[src/rtl/bdch_pkg.sv]
package bdch_pkg;

  localparam int unsigned TimeW  = 32;
  localparam int unsigned CfgW   = 16;
  localparam int unsigned CountW = 8;
  localparam int unsigned AddrW  = 2;

  localparam int unsigned InDataW  = 40;
  localparam int unsigned OutDataW = 24;

  // register indexes on the configuration port
  localparam logic [AddrW-1:0] RegDebounce = 2'd0;
  localparam logic [AddrW-1:0] RegWindow   = 2'd1;
  localparam logic [AddrW-1:0] RegHold     = 2'd2;

  localparam logic [CfgW-1:0] DebounceRst = 16'd50;
  localparam logic [CfgW-1:0] WindowRst   = 16'd400;
  localparam logic [CfgW-1:0] HoldRst     = 16'd800;

  localparam logic [CountW-1:0] CountMax = '1;

  typedef struct packed {
    logic [TimeW-1:0] now_ms;
    logic             pin_level;
  } item_t;

  typedef struct packed {
    logic [CfgW-1:0] debounce_ms;
    logic [CfgW-1:0] multi_click_window_ms;
    logic [CfgW-1:0] hold_time_ms;
  } cfg_t;

  // packed order gives the tdata layout, last field in bit 0
  typedef struct packed {
    logic              triple_click;
    logic              double_click;
    logic              single_click;
    logic              hold_pulse;
    logic [CountW-1:0] press_count;
    logic              series_done_pulse;
    logic              click_pulse;
    logic              release_pulse;
    logic              press_pulse;
    logic              is_pressed;
  } result_t;

endpackage

[src/rtl/bdch_in_stage.sv]
module bdch_in_stage (
  input  logic                          clk,
  input  logic                          rst_n,
  input  logic                          in_tvalid,
  output logic                          in_tready,
  input  logic [bdch_pkg::InDataW-1:0]  in_tdata,
  input  logic                          advance,
  output logic                          valid,
  output bdch_pkg::item_t               item
);

  logic            valid_r;
  logic            valid_nxt;
  bdch_pkg::item_t item_r;
  logic            take;

  assign in_tready = !valid_r || advance;
  assign take      = in_tvalid && in_tready;

  always_comb begin
    valid_nxt = valid_r;
    if (take) begin
      valid_nxt = 1'b1;
    end else if (advance) begin
      valid_nxt = 1'b0;
    end
  end

  always_ff @(posedge clk) begin
    if (!rst_n) begin
      valid_r <= 1'b0;
    end else begin
      valid_r <= valid_nxt;
    end
  end

  always_ff @(posedge clk) begin
    if (take) begin
      item_r <= bdch_pkg::item_t'(in_tdata[$bits(bdch_pkg::item_t)-1:0]);
    end
  end

  assign valid = valid_r;
  assign item  = item_r;

endmodule

[src/rtl/bdch_core.sv]
module bdch_core (
  input  logic              clk,
  input  logic              rst_n,
  input  logic              advance,
  input  bdch_pkg::item_t   item,
  input  bdch_pkg::cfg_t    cfg,
  output bdch_pkg::result_t res
);

  logic                        stable_level_r, stable_level_nxt;
  logic                        series_active_r, series_active_nxt;
  logic                        hold_active_r, hold_active_nxt;
  logic [bdch_pkg::TimeW-1:0]  last_change_time_r, last_change_time_nxt;
  logic [bdch_pkg::TimeW-1:0]  last_press_time_r, last_press_time_nxt;
  logic [bdch_pkg::CountW-1:0] series_count_r, series_count_nxt;

  logic                        raw_pressed;
  logic [bdch_pkg::TimeW-1:0]  dt_change;
  logic [bdch_pkg::TimeW-1:0]  dt_press;
  logic                        chg, press, release_ev, done, hold_fire;
  logic                        series_mid, hold_mid;

  assign raw_pressed = !item.pin_level;
  assign dt_change   = item.now_ms - last_change_time_r;
  assign dt_press    = item.now_ms - last_press_time_r;

  always_comb begin
    chg        = (stable_level_r != raw_pressed) &&
                 (dt_change >= {16'd0, cfg.debounce_ms});
    press      = chg && raw_pressed;
    release_ev = chg && !raw_pressed;

    stable_level_nxt     = chg ? raw_pressed : stable_level_r;
    last_change_time_nxt = chg ? item.now_ms : last_change_time_r;
    last_press_time_nxt  = press ? item.now_ms : last_press_time_r;
    hold_mid             = chg ? 1'b0 : hold_active_r;
    series_mid           = press ? 1'b1 : series_active_r;

    series_count_nxt = series_count_r;
    if (press) begin
      if (dt_press <= {16'd0, cfg.multi_click_window_ms}) begin
        if (series_count_r != bdch_pkg::CountMax) begin
          series_count_nxt = series_count_r + 8'd1;
        end
      end else begin
        series_count_nxt = 8'd1;
      end
    end

    // a press leaves the stable level high, so the old press delta is fine here
    done = !stable_level_nxt && series_mid &&
           (dt_press > {16'd0, cfg.multi_click_window_ms});

    // right after an accepted change the elapsed time is zero
    hold_fire = stable_level_nxt && !hold_mid &&
                ((chg ? '0 : dt_change) >= {16'd0, cfg.hold_time_ms});

    series_active_nxt = (done || hold_fire) ? 1'b0 : series_mid;
    hold_active_nxt   = hold_fire ? 1'b1 : hold_mid;
  end

  always_comb begin
    res.is_pressed        = stable_level_nxt;
    res.press_pulse       = press;
    res.release_pulse     = release_ev;
    res.click_pulse       = release_ev && !hold_active_r;
    res.series_done_pulse = done;
    res.press_count       = series_count_nxt;
    res.hold_pulse        = hold_fire;
    res.single_click      = done && (series_count_nxt == 8'd1);
    res.double_click      = done && (series_count_nxt == 8'd2);
    res.triple_click      = done && (series_count_nxt == 8'd3);
  end

  always_ff @(posedge clk) begin
    if (!rst_n) begin
      stable_level_r     <= 1'b0;
      series_active_r    <= 1'b0;
      hold_active_r      <= 1'b0;
      last_change_time_r <= '0;
      last_press_time_r  <= '0;
      series_count_r     <= '0;
    end else if (advance) begin
      stable_level_r     <= stable_level_nxt;
      series_active_r    <= series_active_nxt;
      hold_active_r      <= hold_active_nxt;
      last_change_time_r <= last_change_time_nxt;
      last_press_time_r  <= last_press_time_nxt;
      series_count_r     <= series_count_nxt;
    end
  end

  a_hold_needs_press: assert property (@(posedge clk) disable iff (!rst_n)
    hold_active_r |-> stable_level_r)
    else $error("hold active while released");

  a_hold_ends_series: assert property (@(posedge clk) disable iff (!rst_n)
    hold_active_r |-> !series_active_r)
    else $error("series still active during hold");

  a_press_counts: assert property (@(posedge clk) disable iff (!rst_n)
    advance && press |=> series_count_r != '0)
    else $error("press left count at zero");

  a_change_time: assert property (@(posedge clk) disable iff (!rst_n)
    advance && chg |=> last_change_time_r == $past(item.now_ms))
    else $error("change time not captured");

endmodule

[src/rtl/button_debounce_click_hold.sv]
// Debounces an active-low button and reports press, release, click, hold and
// multi-click series events. Each input request carries one raw pin sample and
// a wrapping millisecond timestamp; each produces exactly one result request.
// Results pass the input register, then the result register, and the block
// takes one request per clock when the output is drained, since all the
// arithmetic is two 32-bit subtracts and a few compares on the state
// registers. Configuration writes take effect on the next request and are
// meant to be done while no request is in flight.
module button_debounce_click_hold (
  input  logic                           clk,
  input  logic                           rst_n,
  input  logic                           in_tvalid,
  output logic                           in_tready,
  // [0] pin_level, [32:1] now_ms, rest zero
  input  logic [bdch_pkg::InDataW-1:0]   in_tdata,
  output logic                           out_tvalid,
  input  logic                           out_tready,
  // [0] is_pressed, [1] press_pulse, [2] release_pulse, [3] click_pulse,
  // [4] series_done_pulse, [12:5] press_count, [13] hold_pulse,
  // [14] single_click, [15] double_click, [16] triple_click, rest zero
  output logic [bdch_pkg::OutDataW-1:0]  out_tdata,
  input  logic                           cfg_we,
  input  logic [bdch_pkg::AddrW-1:0]     cfg_addr,
  input  logic [bdch_pkg::CfgW-1:0]      cfg_wdata
);

  bdch_pkg::cfg_t    cfg_r;
  bdch_pkg::cfg_t    cfg_nxt;
  bdch_pkg::item_t   item;
  bdch_pkg::result_t res;
  bdch_pkg::result_t res_r;
  logic              s1_valid;
  logic              out_free;
  logic              advance;
  logic              out_valid_r, out_valid_nxt;

  always_comb begin
    cfg_nxt = cfg_r;
    if (cfg_we) begin
      case (cfg_addr)
        bdch_pkg::RegDebounce: cfg_nxt.debounce_ms           = cfg_wdata;
        bdch_pkg::RegWindow:   cfg_nxt.multi_click_window_ms = cfg_wdata;
        bdch_pkg::RegHold:     cfg_nxt.hold_time_ms          = cfg_wdata;
        default:               cfg_nxt = cfg_r;
      endcase
    end
  end

  always_ff @(posedge clk) begin
    if (!rst_n) begin
      cfg_r.debounce_ms           <= bdch_pkg::DebounceRst;
      cfg_r.multi_click_window_ms <= bdch_pkg::WindowRst;
      cfg_r.hold_time_ms          <= bdch_pkg::HoldRst;
    end else begin
      cfg_r <= cfg_nxt;
    end
  end

  assign out_free = !out_valid_r || out_tready;
  assign advance  = s1_valid && out_free;

  bdch_in_stage u_in (
    .clk       (clk),
    .rst_n     (rst_n),
    .in_tvalid (in_tvalid),
    .in_tready (in_tready),
    .in_tdata  (in_tdata),
    .advance   (advance),
    .valid     (s1_valid),
    .item      (item)
  );

  bdch_core u_core (
    .clk     (clk),
    .rst_n   (rst_n),
    .advance (advance),
    .item    (item),
    .cfg     (cfg_r),
    .res     (res)
  );

  always_comb begin
    out_valid_nxt = out_valid_r;
    if (advance) begin
      out_valid_nxt = 1'b1;
    end else if (out_tready) begin
      out_valid_nxt = 1'b0;
    end
  end

  always_ff @(posedge clk) begin
    if (!rst_n) begin
      out_valid_r <= 1'b0;
    end else begin
      out_valid_r <= out_valid_nxt;
    end
  end

  always_ff @(posedge clk) begin
    if (advance) begin
      res_r <= res;
    end
  end

  assign out_tvalid = out_valid_r;
  assign out_tdata  = {{(bdch_pkg::OutDataW - $bits(bdch_pkg::result_t)){1'b0}}, res_r};

  a_no_overwrite: assert property (@(posedge clk) disable iff (!rst_n)
    out_valid_r && !out_tready |-> !advance)
    else $error("result overwritten while stalled");

  a_result_follows: assert property (@(posedge clk) disable iff (!rst_n)
    advance |=> out_valid_r)
    else $error("advanced request produced no result");

  a_done_flags: assert property (@(posedge clk) disable iff (!rst_n)
    advance && (res.single_click || res.double_click || res.triple_click)
    |=> res_r.series_done_pulse)
    else $error("click flag without series done");

endmodule

[config.mk]
export PLATFORM = sky130hd
export DESIGN_NAME = button_debounce_click_hold
export DESIGN_NICKNAME = d
export VERILOG_FILES = /design/src/rtl/bdch_pkg.sv /design/src/rtl/bdch_in_stage.sv /design/src/rtl/bdch_core.sv /design/src/rtl/button_debounce_click_hold.sv
export SDC_FILE = /design/constraint.sdc
export NUM_CORES = 1
export LEC_CHECK = 0
export BUFFER_PORTS_ARGS = -buffer_cell sky130_fd_sc_hd__buf_2
export CORE_ASPECT_RATIO = 0.9
export CORE_MARGIN = 5
export CORE_UTILIZATION = 40
export CTS_CLUSTER_SIZE = 12
export DETAILED_ROUTE_END_ITERATION = 7
export SETUP_SLACK_MARGIN = 0.4
export SLEW_MARGIN = 20
export SYNTH_ARGS = -nofsm -noshare
export SYNTH_HDL_FRONTEND = slang
export SYNTH_SLANG_ARGS = --single-unit
[constraint.sdc]
create_clock -name clk -period 7.48 [get_ports clk]
set_input_delay 0.748 -clock clk [delete_from_list [all_inputs] [get_ports clk]]
set_output_delay 0.748 -clock clk [all_outputs]
set_load 0.01 [all_outputs]
### After elaboration in Yosys (flattened, before gate mapping)

Index checks and enable logic that the tools add are counted.

* register bits: 175
* latch bits: 0
* memory bits (writable): 0
* ROM bits: 0
* input bits: 63
* output and inout port bits: 26
* word-level logic and storage cells: 80
* memories kept: 0

* add/subtract/negate cells: 3
* $mul: 0
* divide/modulo/power cells: 0
* magnitude comparators: 4
* eq/ne operators: 7
* shift operators: 0
* multiplexer cells: 13
* bitwise operators: 0
* reduce and logical (&&, ||, !) cells: 30

Operators by type and width (count)
* $ge A32 B16 Y1: 2
* $sub A32 B32 Y32: 2
* $gt A32 B16 Y1: 1
* $le A32 B16 Y1: 1
* $mux W32: 1
* $mux W8: 3
* $eq A8 B2 Y1 const B: 2
* $logic_and A1 B1 Y1: 13
* $reduce_and A2 Y1: 5
* $mux W1: 9
* $add A8 B1 Y8 const B: 1
* $eq A8 B1 Y1 const B: 1
* $ne A8 B8 Y1 const B: 1
* $logic_not A1 Y1: 6
* $reduce_bool A2 Y1: 2
* $logic_or A1 B1 Y1: 3
* $eq A2 B1 Y1 const B: 1
* $eq A2 B2 Y1 const B: 1
* $logic_not A2 Y1: 1
* $ne A1 B1 Y1: 1

### Longest topological paths before layout

* word-level depth: 9
* gate-level depth with buffers: 33

### Cells and area by module

A second synthesis with hierarchy kept.

* cells, all modules: 1455
* area, all modules: 12006.5 µm²

By module, submodules not included
* bdch_core: instances 1, cells each 1204, area each 8489.4 µm²
* button_debounce_click_hold: instances 1, cells each 213, area each 2468.6 µm²
* bdch_in_stage: instances 1, cells each 38, area each 1048.5 µm²

### Worst setup path before layout

OpenSTA, ideal clock, no wires.

* path kind: register to register
* start: register u_in.item_r (netlist bit u_in.item[1])
* end: register u_core.hold_active_r
* arrival: 6.641 ns
* path slack: 0.721 ns
* cell stages (with the launch flop): 34
* path buffers: 1
* clock period less this slack: 6.759 ns
* cells stage by stage: edfxtp_1 > inv_1 > ha_1 > inv_1 > fa_1 > a21o_1 > a221oi_2 > o21ai_1 > a21o_1 > a21oi_1 > xnor2_1 > ha_1 > a21o_1 > a211oi_1 > nand2b_1 > o32ai_1 > nand2_1 > nor4b_4 > a21oi_2 > clkbuf_1 > or2_2 > ha_1 > nand2b_1 > a21o_1 > a21o_1 > a21o_1 > a21o_1 > a2111oi_0 > o21ai_0 > inv_1 > a41oi_1 > a21oi_1 > o21ai_0 > a31o_2

RTL lines
* start, declared: RTL line bdch_in_stage.sv:14 `bdch_pkg::item_t item_r;`
* start signal, assigned: RTL line bdch_in_stage.sv:39 `item_r <= bdch_pkg::item_t'(in_tdata[$bits(bdch_pkg::item_t)-1:0]);`
* end signal, assigned: RTL line bdch_core.sv:86 `hold_active_r <= hold_active_nxt;`
* end, declared: RTL line bdch_core.sv:12 `logic hold_active_r, hold_active_nxt;`

==> results.toml <==
[yosys]
ys.flop_type = "dfxtp_1"
syn_area_um2 = 11950
netlist_instances = 1421
ys_warn_count = 0
ys_seq_area_share_pct = 33.52
ys_ff_latch = 175
async_reset_ff_share_pct = 0
avgSynthCellArea_um2 = 8.406
synth_edf_count = 50
yosysUniqueCellTypes = 81

[critical_path]
critPathCaptureType = "flip-flop"
critPathMaxStageDelay_ns = 0.83
path_class = "reg -> reg"
crit_required_ns = 7.82
crit_path_frequent_cell = "a21o_1"
slowest_stage = "o41ai_1"
crit_fanout = 10
worstPathArrival_ns = 7.13
r2r-start = "u_in.item[10]$_DFFE_PP_"
critical_path.startpoint = "u_in.item[10]$_DFFE_PP_"
startpoint_type = "flip-flop"

[timing]
hold_ws_ns = 0.4534
final_max_slew_viol_count = 0
hold_viol_final = 0
setup_viol = 0
fin_tns_setup_ns = 0
worst_slack_ns = 0.6858
period_minus_slack_ns = 6.794
finClkSkew_ns = 0.01421
grt_setup_unrepaired = "no"
layout_worst_path_cycle_share_pct = 90.83
worst_pin_slew_ns = 1.093
slew-limit-headroom_pct = 27.15
max_freq_mhz = 147.2

[job]
drv_cap = 0

[floorplan]
initial_core_util_pct = 40.28
core-area_um2 = 29650
ios = 89
rows = 60
dieWidth_um = 192.2
floorplan.die_area_um2 = 33420
die_height_um = 173.9

[cts]
cts_buffer_depth = 2
cts-root-buf = "clkbuf_16"
insertion_delay_ns = 0.45
holdBufCountCts = 0
cts_buffers = 17
cts.htree.levels = 4
tritoncts = "yes"
cts_sinks = 175
clk_pin_slew_worst_paths_ns = 0.07

[grt]
grt_pass1_vias = 9623
grt_pass1_wl_um = 50340
grt_max_degree = 69
track_usage_pct = 18.63
grt_overflow = 0
grt_antenna_before_repair = 0

[route]
dr.pass1.iters = 6
ant_nets = 0
wl_um = 31400
routed_via_density = 5.368
drc = 0
vias = 10170
drt_iter0_drc = 797
wl_per_cell_um = 16.58

[placement]
pre_cts_slack_ns = 0.3473
dp.cells = 1852
routabilityCongestion = 0.9358
dpl_cell_area_um2 = 12620
dp_hpwl_um = 23690
io_buffers = 74

[finish]
final_common_cell = "nand2_1"
utilization_pct = 45.04
final_area_um2 = 13360
drive_above_1_share_pct = 11.20
fin_cells = 1894
area_delta_synth_final_pct = 11.82
finalNetCount = 1654
antenna_cells = 0
final_cell_mix = "nand2_1 (219), inv_1 (129), dfxtp_1 (125)"

[worst_hold_path]
min_from = "u_core.last_press_time_r[8]$_SDFFE_PN0P_"
hold_class = "reg -> reg"

[power]
power_mw = 2.598
clkPwrFrac_pct = 36.3
p_sw_uw = 813.0
powerDensity_nw_per_um2 = 194.5
swShare_pct = 31.30
ir_drop_mv = 0.1523
p_leak_nw = 5.041
combPwrFrac_pct = 23.5
p_int_mw = 1.785
seq_power_share_pct = 40.2

[outcome]
status = "completed"
==> state kept, by name, indices dropped and copies added (netlist names), 8 cells and up <==
register and count:
u_core.last_change_time_r 32, cfg_r 48, u_core.last_press_time_r 32, u_core.series_count_r 8, u_in.item 33, out_tdata 17
==> timing repair <==
| action | CTS | global route |
|---|---|---|
| pin swaps | 0 | 6 |
| gates resized for setup | 3 | 10 |
| setup endpoints to repair | 2 | 3 |
| hold endpoints to repair | 0 | 0 |
| setup buffers | 0 | 10 |
==> critical path, delay by kind of cell (launching register included) <==
kind                     cells  cell delay (ns)
flip-flops                   1             0.44
XOR/XNOR                     1             0.21
AO/OA/AOI/OAI               15             3.43
adder cells (fa/ha/maj)      3             1.12
buffers and inverters        1             0.08
AND/OR/NAND/NOR              6             1.39
==> layout make-up <==
type,count,area (um2)
tap,403,504.2
timing repair buffer,97,545.5
clock inverter,11,113.9
fill,2941,16300
inverter,132,495.5
multi-input combinational,1055,7201
clock buffer,21,493.0
sequential,175,4004
==> cells in the mapped netlist (22+ instances only) <==
master / n / share of area [%]
edfxtp_1: 50 / 13
clkbuf_1: 36 / 1.1
nand4_1: 22 / 1.2
nand2_1: 219 / 6.9
a21oi_1: 90 / 3.8
a21o_1: 34 / 2.1
a21boi_0: 47 / 3.0
o21a_1: 23 / 1.4
nor2_1: 51 / 1.6
nor2b_1: 57 / 3.0
a21boi_1: 31 / 1.9
inv_1: 130 / 4.1
o21ai_0: 50 / 2.1
ha_1: 111 / 12
mux2i_1: 37 / 3.1
xnor2_1: 31 / 2.3
dfxtp_1: 125 / 21
==> metal layers <==
| metal | global-route usage, % | vias up | share of wire [%] |
|---|---|---|---|
| met5 | 0 | - | 0 |
| li1 | - | 5099 | - |
| met1 | 26.70 | 4789 | 48 |
| met2 | 29.42 | 229 | 45 |
| met3 | 2.972 | 50 | 4.8 |
| met4 | 4.575 | 0 | 2.0 |
==> logic make-up (layout without fill, tap and decap cells) <==
logic type | count (synthesis) | after routing | share of synthesized area, %
adders and majority gates | 113 | 113 | 11.96
and+or+nand+nor | 470 | 470 | 19.27
DFF | 175 | 175 | 33.52
muxes | 40 | 40 | 3.383
other | 1 | 7 | 0.03139
AOI/OAI and AO/OA | 376 | 376 | 21.25
xor gates and xnor gates | 49 | 49 | 3.593
buffers and inverters | 197 | 261 | 6.986
==> power by group through the flow <==
stage	Clock, mW	Sequential, mW	Combinational [mW]
2_1_floorplan	0	1.06	0.437
3_3_place_gp	0	1.07	0.576
3_5_place_dp	0	1.07	0.586
4_1_cts	0.963	1.05	0.591
5_1_grt	0.999	1.05	0.681
6_report	0.942	1.05	0.610
==> final timing paths <==
kind | end | slack, ns | cells past startpoint
worst min register to register | u_core.last_press_time_r[8]$_SDFFE_PN0P_ | 0.45 | 2
worst max-delay path | u_core.hold_active_r$_SDFFE_PN0P_ | 0.69 | 26
worst min-delay path | u_core.last_press_time_r[8]$_SDFFE_PN0P_ | 0.45 | 2
worst max register to register | u_core.hold_active_r$_SDFFE_PN0P_ | 0.69 | 26
Power figures use the tool's default switching activity.
